<file path="src/sv/sds_pkg.sv">
package sds_pkg;

    // stencil size and row limit
    localparam int TAP_PAIRS  = 8;
    localparam int MAX_ROW    = 4096;
    localparam int COEF_SLOTS = 8;

    // field widths
    localparam int SMP_W  = 16;
    localparam int DIFF_W = SMP_W + 1;
    localparam int PROD_W = SMP_W + DIFF_W;
    localparam int PAIR_W = PROD_W + 1;
    localparam int SUM_W  = 36;
    localparam int COL_W  = 12;
    localparam int POS_W  = $clog2(MAX_ROW + 1);
    localparam int IDX_W  = $clog2(COEF_SLOTS);
    localparam int PAIRS  = COEF_SLOTS / 2;

    typedef logic signed [SMP_W-1:0]  t_smp;
    typedef logic signed [SMP_W-1:0]  t_coef;
    typedef logic signed [DIFF_W-1:0] t_diff;
    typedef logic signed [PROD_W-1:0] t_prod;
    typedef logic signed [PAIR_W-1:0] t_pair;
    typedef logic signed [SUM_W-1:0]  t_sum;

    // per-beat side information carried alongside the arithmetic
    typedef struct packed {
        logic [COL_W-1:0] column;
        logic             valid_res;
    } t_meta;

endpackage

</file>
<file path="src/sv/sds_cell.sv">
module sds_cell
    import sds_pkg::*;
(
    input  logic  i_clk,
    input  logic  i_rst_n,
    input  logic  i_en,
    input  logic  i_shift,
    input  t_smp  i_near,
    input  t_smp  i_far,
    input  t_coef i_coef,
    output t_smp  o_near,
    output t_smp  o_far,
    output t_prod o_prod
);

    t_smp  r_near;
    t_smp  r_far;
    t_prod r_prod;
    t_diff w_diff;
    t_prod n_prod;

    // weighted difference of the two held samples
    always_comb begin
        w_diff = t_diff'(r_near) - t_diff'(r_far);
        n_prod = t_prod'(i_coef) * t_prod'(w_diff);
    end

    // advance the two taps from the neighbours on each accepted beat
    always_ff @(posedge i_clk) begin
        if (!i_rst_n) begin
            r_near <= '0;
            r_far  <= '0;
        end else if (i_shift) begin
            r_near <= i_near;
            r_far  <= i_far;
        end
    end

    // hold the product while the pipeline is stalled
    always_ff @(posedge i_clk) begin
        if (i_en) begin
            r_prod <= n_prod;
        end
    end

    assign o_near = r_near;
    assign o_far  = r_far;
    assign o_prod = r_prod;

endmodule

</file>
<file path="config.mk">
export PLATFORM = sky130hd
export DESIGN_NAME = sds_cell
export DESIGN_NICKNAME = d
export VERILOG_FILES = /design/src/sv/sds_pkg.sv /design/src/sv/sds_cell.sv
export SDC_FILE = /design/constraint.sdc
export NUM_CORES = 1
export LEC_CHECK = 0
export BUFFER_PORTS_ARGS = -buffer_cell sky130_fd_sc_hd__buf_2
export CAP_MARGIN = 15
export CORE_UTILIZATION = 50
export DETAILED_ROUTE_END_ITERATION = 10
export PLACE_DENSITY = 0.72
export SLEW_MARGIN = 10
export SYNTH_ARGS = -nofsm -noshare
export SYNTH_HDL_FRONTEND = slang
export SYNTH_SLANG_ARGS = --single-unit
</file>
<file path="constraint.sdc">
create_clock -name i_clk -period 13.3 [get_ports i_clk]
set_input_delay 1.995 -clock i_clk [delete_from_list [all_inputs] [get_ports i_clk]]
set_output_delay 1.995 -clock i_clk [all_outputs]
set_load 0.05 [all_outputs]
</file>
==> results.cfg, run 1 <==
[clock_network]
cts-htree-levels = 3
insertion_delay_ns = 0.36
cts.sinks = 65
tritoncts_clock_tree = yes
number_of_resized_instances_in_the_post_cts_repair_step = 0
post_cts_buffers = 0
ctsHoldBuffers = 0
tritoncts.num_buffers = 9
cts.root.buffer_cell = clkbuf_16
max-clock-path-buffers = 2
cts.reportedPaths.clkPinSlew_ns = 0.07

[place]
place.port_buffers = 116
detailed_place_hpwl_mm = 25.97
gpl.final_weighted_congestion = 0.8661

[timing]
finalWorstPathRequiredPeriod_ns = 9.076
final-hold-violation-count = 0
relSlewSlack_pct = 29.48
worst_clock_skew_ns = 0.01111
timing_worst_slew_pin_value_ns = 1.052
grt_setup_unrepaired = no
setup_viol = 0
maxClockFrequency_mhz = 110.2
final_min_period_over_clock_period_pct = 68.24
final_slew_viol_count = 0
tns_ns = 0

[synth]
synth_top_flop_cell = edfxtp_1
synth-seq-cells = 65
yosys_warnings = 0
gate_count_after_technology_mapping = 1455
syn_area_per_cell_um2 = 9.458
postSynthNetCount = 1884
synth_area_um2 = 13760
yosys.cell_types.count = 64
ys_seq_area_share_pct = 11.86
ys_async_sr_fraction_pct = 0
number_of_enable_flip_flop_cells_after_synthesis = 33

[global_route]
first_pass_grt_wire_length_mm = 54.15
grt_start_max_net_pins = 37
globalRoute.totalOverflow = 0
groute.usage.overall_pct = 24.86
vias_in_the_first_global_route = 10740
antenna_violations_before_repair = 0

[setup_path]
criticalPathCategory = register to register
r2r_slack_ns = 4.22
critical_path.endpoint = o_prod[32]$_DFFE_PP_
cp_startpoint_kind = register
worst-endpoint-required_ns = 13.40
worst_r2r_endpoint = o_prod[32]$_DFFE_PP_
worst-path-max-fanout = 36
critical_path.endpoint_type = register
rr_startpoint = o_far[8]$_SDFFE_PN0P_
worst_r2r_path_depth = 26
setup.worst_path.start = o_far[8]$_SDFFE_PN0P_
critical_path_arrival_ns = 9.18

[final_layout]
final_layout_size_suffix_gt1_share_pct = 10.89
antenna_cells = 0
final_net_count = 1967
area.growth.synth_to_final_pct = 8.573

[detailed_routing]
vias_per_cell = 5.294
drt_first_iter_violations = 598
detail_route.first_pass.iterations = 5
ant_nets = 0
routed-via-count = 9974
route.detailed.wl_per_inst_um = 17.38
routed_wirelength_mm = 32.74
drc_errors = 0

[status]
outcome = complete, no violations

[job]
drv.max_cap_violation_count = 0

[floorplanning]
core_region_area_um2 = 26950
fp.dieW_um = 167.9
num_io_pins = 117
floorplan.initialDensity_pct = 51.06
total_die_area_um2 = 28190
die_height_um = 167.9
placement_rows = 60

[worst_hold_path]
class_of_the_tightest_hold_or_removal_check = register to register
## cells in the mapped netlist (2+ instances only)
master | count | share of area (%)
o31ai_1 | 5 | 0.27
a2111oi_0 | 2 | 0.13
clkbuf_1 | 43 | 1.2
nand2b_1 | 27 | 1.2
mux2i_1 | 40 | 2.9
o211ai_1 | 4 | 0.22
nand3_1 | 6 | 0.22
mux2_2 | 10 | 0.82
nor2b_1 | 59 | 2.7
nand3b_1 | 9 | 0.49
dfxtp_1 | 32 | 4.7
buf_2 | 6 | 0.22
fa_1 | 277 | 40
and3_1 | 2 | 0.091
or3_1 | 4 | 0.18
nor2_1 | 31 | 0.85
and2_1 | 87 | 4.0
nor3_1 | 12 | 0.44
a2111oi_2 | 2 | 0.22
buf_1 | 4 | 0.11
nor3_2 | 2 | 0.15
xor2_1 | 9 | 0.57
edfxtp_1 | 33 | 7.2
a31oi_1 | 2 | 0.091
nand2_1 | 152 | 4.1
or2_2 | 2 | 0.091
nand4_1 | 3 | 0.14
xnor2_1 | 35 | 2.2
nor4_1 | 2 | 0.091
a211oi_1 | 4 | 0.22
o21a_1 | 8 | 0.44
ha_1 | 100 | 9.1
a21o_1 | 11 | 0.60
o21ai_1 | 3 | 0.11
o21bai_1 | 6 | 0.33
nor3b_1 | 7 | 0.38
o21ai_0 | 15 | 0.55
a21boi_1 | 2 | 0.11
inv_1 | 346 | 9.4
a21oi_1 | 27 | 0.98
## cells in the final DEF, fill, tap and decap left out, drive strengths merged, types with 4 or more instances in the layout
master | synthesis | routed
inv | 346 | 352
nand2 | 152 | 152
a21oi | 29 | 29
o211ai | 4 | 4
or3 | 4 | 4
nor2 | 31 | 31
o21bai | 6 | 6
and2 | 87 | 87
a211oi | 4 | 4
nor3b | 7 | 7
mux2i | 40 | 40
xor2 | 9 | 9
buf | 12 | 127
a2111oi | 4 | 4
o21a | 8 | 8
nor2b | 59 | 59
nor3 | 14 | 14
mux2 | 10 | 10
edfxtp | 33 | 33
clkbuf | 43 | 9
dfxtp | 32 | 32
nand2b | 27 | 27
ha | 100 | 100
o21ai | 18 | 18
o31ai | 6 | 6
fa | 277 | 277
nand3 | 6 | 6
a21o | 11 | 11
xnor2 | 35 | 35
nand3b | 9 | 9
## metal layers
layer	wire [µm]	global-route usage, %	share of wire, %	vias to the layer above
met3	1593	3.550	4.9	71
met1	13020	29.85	40	5048
met2	16850	44.60	51	300
met5	0	0	0	-
li1	-	-	-	4555
met4	1277	10.49	3.9	0
## flip-flops by register name (all words and copies together), names as in the netlist
signal  flops
o_far      16
o_near     16
o_prod     33
## per-stage QoR
| stage | hold slack, ns | utilization [%] | cell area (µm²) | setup WS [ns] | cells |
|---|---|---|---|---|---|
| floorplan | 0.7543 | - | 13760 | 5.112 | 1455 |
| global placement | 0.5211 | 54.30 | 14630 | 4.431 | 1868 |
| detailed placement | 0.5201 | 54.30 | 14630 | 4.329 | 1868 |
| CTS | 0.5438 | 55.44 | 14940 | 4.239 | 1884 |
| global route | 0.5550 | 55.44 | 14940 | 3.559 | 1884 |
| finish | 0.5399 | 55.44 | 14940 | 4.224 | 1884 |
## kinds of logic after synthesis
logic type	after synthesis	share of synthesized area, %
and+or+nand+nor	406	15.18
buffers and inverters	402	11.10
adders and majority gates	377	49.39
AOI/OAI and AO/OA	111	5.946
DFF	65	11.86
muxes	50	3.728
xor gates and xnor gates	44	2.800
## worst min path at each step
stage | from | end | slack [ns] | cells past startpoint
2_1_floorplan | o_far[15]$_SDFFE_PN0P_ | o_far[15]$_SDFFE_PN0P_ | 0.75 | 2
3_3_place_gp | o_near[0]$_SDFFE_PN0P_ | o_near[0]$_SDFFE_PN0P_ | 0.52 | 2
3_5_place_dp | o_far[8]$_SDFFE_PN0P_ | o_far[8]$_SDFFE_PN0P_ | 0.52 | 2
4_1_cts | o_near[0]$_SDFFE_PN0P_ | o_near[0]$_SDFFE_PN0P_ | 0.54 | 2
5_1_grt | o_near[0]$_SDFFE_PN0P_ | o_near[0]$_SDFFE_PN0P_ | 0.56 | 2
6_report | o_far[8]$_SDFFE_PN0P_ | o_far[8]$_SDFFE_PN0P_ | 0.54 | 2
## layout make-up
cell class	instances	area, µm²
well taps	341	426.7
multi-input cells	988	10610
clock buffers	9	225.2
fillers	2406	12010
clock inverters	7	82.58
flip-flops and latches	65	1632
inverters	347	1303
repair buffers	127	663.1
## critical path: stages (launching register included)
cell       delay (ns)
dfxtp_1          0.35
inv_1            0.05
ha_1             0.61
a21o_1           0.32
a21oi_4          0.22
a311oi_2         0.16
a41o_1           0.33
o2bb2ai_2        0.77
nand2_1          0.18
fa_1             0.77
fa_1             0.57
inv_1            0.25
fa_1             0.48
fa_1             0.52
fa_1             0.49
inv_1            0.05
fa_1             0.47
inv_1            0.04
ha_1             0.35
a21o_1           0.20
a21oi_1          0.27
o2111a_1         0.25
o311ai_1         0.22
a2111oi_2        0.45
o31ai_1          0.13
a21oi_1          0.19
xnor2_1          0.09
Power of run 1 is not shown: default switching activity piles up to over one toggle a cycle in this logic, so the estimate is an artifact.
==> inputs of run 2 (changes only) <==
ABC_AREA = 1   (was default)
PLACE_DENSITY = 0.74   (was 0.72)
clock period = 8.3 ns   (was 13.3 ns; I/O delays follow)
==> results.cfg, run 2 <==
[timing]
timing_worst_slew_pin_value_ns = 0.7987
finalWorstPathRequiredPeriod_ns = 7.500
setup_viol = 0
final-hold-violation-count = 0
whs_ns = 0.4843
final_min_period_over_clock_period_pct = 90.36
final_slew_viol_count = 0
relSlewSlack_pct = 46.75
worst_clock_skew_ns = 0.007116
maxClockFrequency_mhz = 133.3
tns_ns = 0
grt_setup_unrepaired = no

[synth]
postSynthNetCount = 2201
synthTopCellsByCount = inv_1 (449), nand2_1 (341), fa_1 (277), nor2_1 (210), ha_1 (100)
ys_seq_area_share_pct = 11.61
yosys_warnings = 0
yosys-top-cells-area = fa_1 (39%), inv_1 (12%), nand2_1 (9.1%), ha_1 (8.9%), edfxtp_1 (7.0%)
synth-seq-cells = 65
number_of_enable_flip_flop_cells_after_synthesis = 33
synth_top_cell_by_area = fa_1
synth_top_flop_cell = edfxtp_1
netlist.area_leader.share_pct = 39.45
yosys.cell_types.count = 39
syn_area_per_cell_um2 = 7.933
ys_async_sr_fraction_pct = 0
synth.most_common_cell = inv_1
gate_count_after_technology_mapping = 1772
synth_area_um2 = 14060

[setup_path]
crit_slowest_cell = fa_1
worst-endpoint-required_ns = 8.41
cp_startpoint_kind = register
worst_r2r_endpoint = o_prod[29]$_DFFE_PP_
rr_startpoint = o_near[0]$_SDFFE_PN0P_
setup.worst_path.start = o_near[0]$_SDFFE_PN0P_
criticalPathCategory = register to register
cpMostUsedCell = fa_1
critical_path.endpoint_type = register
worst-path-max-fanout = 11
critical_path_arrival_ns = 7.61
r2r_slack_ns = 0.80
cp_slowest_stage_delay_ns = 0.67
worst_r2r_path_depth = 30

[status]
outcome = complete, no violations

[final_layout]
multiInputGateArea_um2 = 10510
seqCellArea_um2 = 1632
stdcell_area_um2 = 15260
area.growth.synth_to_final_pct = 8.527
final_net_count = 2295
mostFrequentLayoutCells = inv_1 (448), nand2_1 (341), fa_1 (277), nor2_1 (210), buf_2 (116)
largest_register_ffs = 33
antenna_cells = 0
final_layout_size_suffix_gt1_share_pct = 9.674
fillers = 2620
final_common_cell = inv_1

[global_route]
groute.usage.overall_pct = 27.96
vias_in_the_first_global_route = 12420
antenna_violations_before_repair = 0
first_pass_grt_wire_length_mm = 61.87
grt_start_max_net_pins = 50
globalRoute.totalOverflow = 0

[place]
place.port_buffers = 116
detailed_place_hpwl_mm = 30.84
post_placement_cell_area_um2 = 14970
gpl.final_weighted_congestion = 0.9380

[floorplanning]
die_height_um = 169.7
core_region_area_um2 = 27710
floorplan.initialDensity_pct = 50.74
placement_rows = 61
fp.dieW_um = 169.7
total_die_area_um2 = 28790
num_io_pins = 117

[clock_network]
cts-htree-levels = 3
ctsHoldBuffers = 0
cts.reportedPaths.clkPinSlew_ns = 0.06
tritoncts.num_buffers = 9
cts.root.buffer_cell = clkbuf_16
max-clock-path-buffers = 2
number_of_resized_instances_in_the_post_cts_repair_step = 0
cts.sinks = 65
insertion_delay_ns = 0.35
tritoncts_clock_tree = yes
post_cts_buffers = 0

[detailed_routing]
drt_first_iter_violations = 841
ant_nets = 0
detailroute.wirelength.met2_mm = 17.71
vias_per_cell = 5.189
top_layer_used = met4
routed-via-count = 11670
m1WireLength_mm = 15.37
drc_errors = 0
routed_wirelength_mm = 36.84
route.detailed.wl_per_inst_um = 16.38
detail_route.first_pass.iterations = 6
dr_wl_met3_mm = 2.410

[worst_hold_path]
whs_path_depth = 2
worstHoldEndpoint = o_near[0]$_SDFFE_PN0P_
class_of_the_tightest_hold_or_removal_check = register to register
hold_path_startpoint = o_near[0]$_SDFFE_PN0P_

[job]
drv.max_cap_violation_count = 0
run 2: cell types whose count changed after synthesis, sizes merged, moves of 32 or more:
| cell | previous run | this run |
|---|---|---|
| a21oi | 29 | 61 |
| nor2 | 31 | 217 |
| nand2 | 152 | 362 |
| inv | 346 | 461 |
| mux2i | 40 | 0 |
| nand3 | 6 | 76 |
| xnor2 | 35 | 3 |
| nor2b | 59 | 0 |
| and2 | 87 | 4 |
run 2: final cells by class:
class	instances	share of cell area, %
Sequential cell	65	10.69
Tap cell	378	3.100
Clock buffer	10	1.501
Clock inverter	6	0.3855
Multi-Input combinational cell	1207	68.92
Inverter	464	11.45
Timing Repair Buffer	119	3.953
run 2: kinds of logic after synthesis:
| family | after synthesis | share of synthesized area (%) |
|---|---|---|
| compound gates | 113 | 4.192 |
| flops | 65 | 11.61 |
| xor+xnor | 21 | 1.442 |
| simple gates | 696 | 20.81 |
| buf+inv | 500 | 13.60 |
| fa+ha+maj | 377 | 48.35 |
run 2: worst max-delay path by stage:
stage	to	slack, ns	cells past startpoint
final	o_prod[29]$_DFFE_PP_	0.80	30
after global routing	o_prod[25]$_DFFE_PP_	0.26	30
after CTS	o_prod[29]$_DFFE_PP_	0.88	30
after detailed placement	o_prod[29]$_DFFE_PP_	0.90	30
after global placement	o_prod[20]$_DFFE_PP_	1.02	32
after floorplan	o_prod[32]$_DFFE_PP_	1.32	32
run 2: per-layer routing:
layer  vias up  GRT usage (%)
met2       384          47.26
li1       5408              -
met4         0          11.16
met3        81          4.174
met5         -              0
met1      5798          36.03
run 2: through the flow:
stage / utilization (%) / cells / worst slack (ns)
6_report: 55.06 / 2249 / 0.8000
5_1_grt: 55.06 / 2249 / 0.2625
4_1_cts: 55.06 / 2249 / 0.8814
3_5_place_dp: 54.03 / 2233 / 0.9006
3_3_place_gp: 54.03 / 2233 / 1.023
2_1_floorplan: - / 1772 / 1.316
run 2: critical path, delay by kind of cell (launching register included):
family                     cells  cell delay [ns]
adders and majority gates      9             4.31
and+or+nand+nor               15             2.05
buffers and inverters          6             0.57
DFF                            1             0.32
Power of run 2 is left out for the same reason.
==> inputs of run 3 (changes only) <==
ABC_AREA = 0   (was 1)
BUFFER_PORTS_ARGS = default   (was -buffer_cell sky130_fd_sc_hd__buf_2)
DONT_BUFFER_PORTS = 1   (was default)
PLACE_DENSITY = 0.71   (was 0.74)
==> results.cfg, run 3 (synthesis results as in run 1) <==
[status]
outcome = complete, no violations

[place]
gpl.final_weighted_congestion = 0.9013
detailed_place_hpwl_mm = 25.44
place.port_buffers = 0

[final_layout]
largest_register_ffs = 33
mostFrequentLayoutCells = inv_1 (344), fa_1 (273), nand2_1 (150), ha_1 (94), and2_1 (86)
final_common_cell = inv_1
antenna_cells = 0
area.growth.synth_to_final_pct = 9.201
final_layout_size_suffix_gt1_share_pct = 9.597
final_net_count = 1914

[global_route]
vias_in_the_first_global_route = 10660
globalRoute.totalOverflow = 0
first_pass_grt_wire_length_mm = 52.95
groute.usage.overall_pct = 24.16
grt_start_max_net_pins = 35
antenna_violations_before_repair = 0

[clock_network]
cts-htree-levels = 3
cts.reportedPaths.clkPinSlew_ns = 0.07
cts.sinks = 65
insertion_delay_ns = 0.36
tritoncts.num_buffers = 9
cts.root.buffer_cell = clkbuf_16
ctsHoldBuffers = 0
max-clock-path-buffers = 2
tritoncts_clock_tree = yes

[floorplanning]
placement_rows = 60
core_region_area_um2 = 26950
num_io_pins = 117
die_height_um = 167.9
fp.dieW_um = 167.9
total_die_area_um2 = 28190
floorplan.initialDensity_pct = 51.06

[timing]
final_slew_viol_count = 0
setup_viol = 0
final_min_period_over_clock_period_pct = 96.10
whs_ns = 0.5640
tns_ns = 0
relSlewSlack_pct = 45.70
finalWorstPathRequiredPeriod_ns = 7.976
maxClockFrequency_mhz = 125.4
timing_worst_slew_pin_value_ns = 0.8117
final-hold-violation-count = 0
worst_clock_skew_ns = 0.01571

[setup_path]
worst-path-max-fanout = 8
cpMostUsedCell = fa_1
cp_startpoint_kind = register
criticalPathCategory = register to register
path_buf_inv = 4
worst-endpoint-required_ns = 8.41
crit_slowest_cell = fa_1
worst_path_dominant_cell_family = adder cells
critical_path_arrival_ns = 8.09
cp_slowest_stage_delay_ns = 0.55
critical_path.endpoint_type = register

[detailed_routing]
routed-via-count = 9948
routed_wirelength_mm = 31.86
drt_first_iter_violations = 457
vias_per_cell = 5.433
detail_route.first_pass.iterations = 7
route.detailed.wl_per_inst_um = 17.40
ant_nets = 0
drc_errors = 0

[worst_hold_path]
class_of_the_tightest_hold_or_removal_check = register to register

[job]
drv.max_cap_violation_count = 0
-- run 3: per-stage QoR --
step	std cells	setup slack, ns	util [%]	instance area [µm²]
finish	1831	0.3239	55.76	15030
global route	1831	-0.04929	55.76	15030
CTS	1816	0.04675	54.68	14740
detailed placement	1800	-0.07286	53.45	14410
global placement	1800	0.1301	53.45	14410
floorplan	1455	0.1117	-	13760
-- run 3: cell type report --
| cell class | count | area [µm²] |
|---|---|---|
| fillers | 2311 | 11920 |
| clock buffers | 10 | 250.2 |
| inverters | 347 | 1303 |
| multi-input cells | 989 | 10810 |
| well taps | 341 | 426.7 |
| flip-flops and latches | 65 | 1632 |
| repair buffers | 73 | 563.0 |
| clock inverters | 6 | 45.04 |
-- run 3: path summary, 6_finish.rpt --
path,slack [ns],to,from,depth (start not counted)
max,0.32,o_prod[32]$_DFFE_PP_,o_near[0]$_SDFFE_PN0P_,29
min,0.56,o_near[1]$_SDFFE_PN0P_,o_near[1]$_SDFFE_PN0P_,2
max reg2reg,0.32,o_prod[32]$_DFFE_PP_,o_near[0]$_SDFFE_PN0P_,29
min reg2reg,0.56,o_near[1]$_SDFFE_PN0P_,o_near[1]$_SDFFE_PN0P_,2
-- run 3: metal layers --
layer	vias to the layer above	wire, µm	GRT usage [%]
li1	4451	-	-
met1	5075	12350	28.93
met2	336	16020	41.88
met3	86	1924	4.090
met4	0	1565	12.49
met5	-	0	0
-- run 3: worst reg2reg max path: cells and delay by family, from the launching register on --
| family | cells | cell delay (ns) |
|---|---|---|
| buf+inv | 4 | 0.34 |
| xor+xnor | 1 | 0.10 |
| fa+ha+maj | 9 | 3.91 |
| simple gates | 2 | 0.35 |
| compound gates | 13 | 2.73 |
| flops | 1 | 0.33 |
-- run 3: what timing repair did --
action                                 in CTS  in global routing
setup buffers                               0                 14
pin swaps                                   2                 21
setup endpoints to repair                   2                  8
resized for setup                           6                 41
endpoints found under the hold margin       0                  0
gates cloned                                0                  1
Power of run 3 is left out for the same reason.
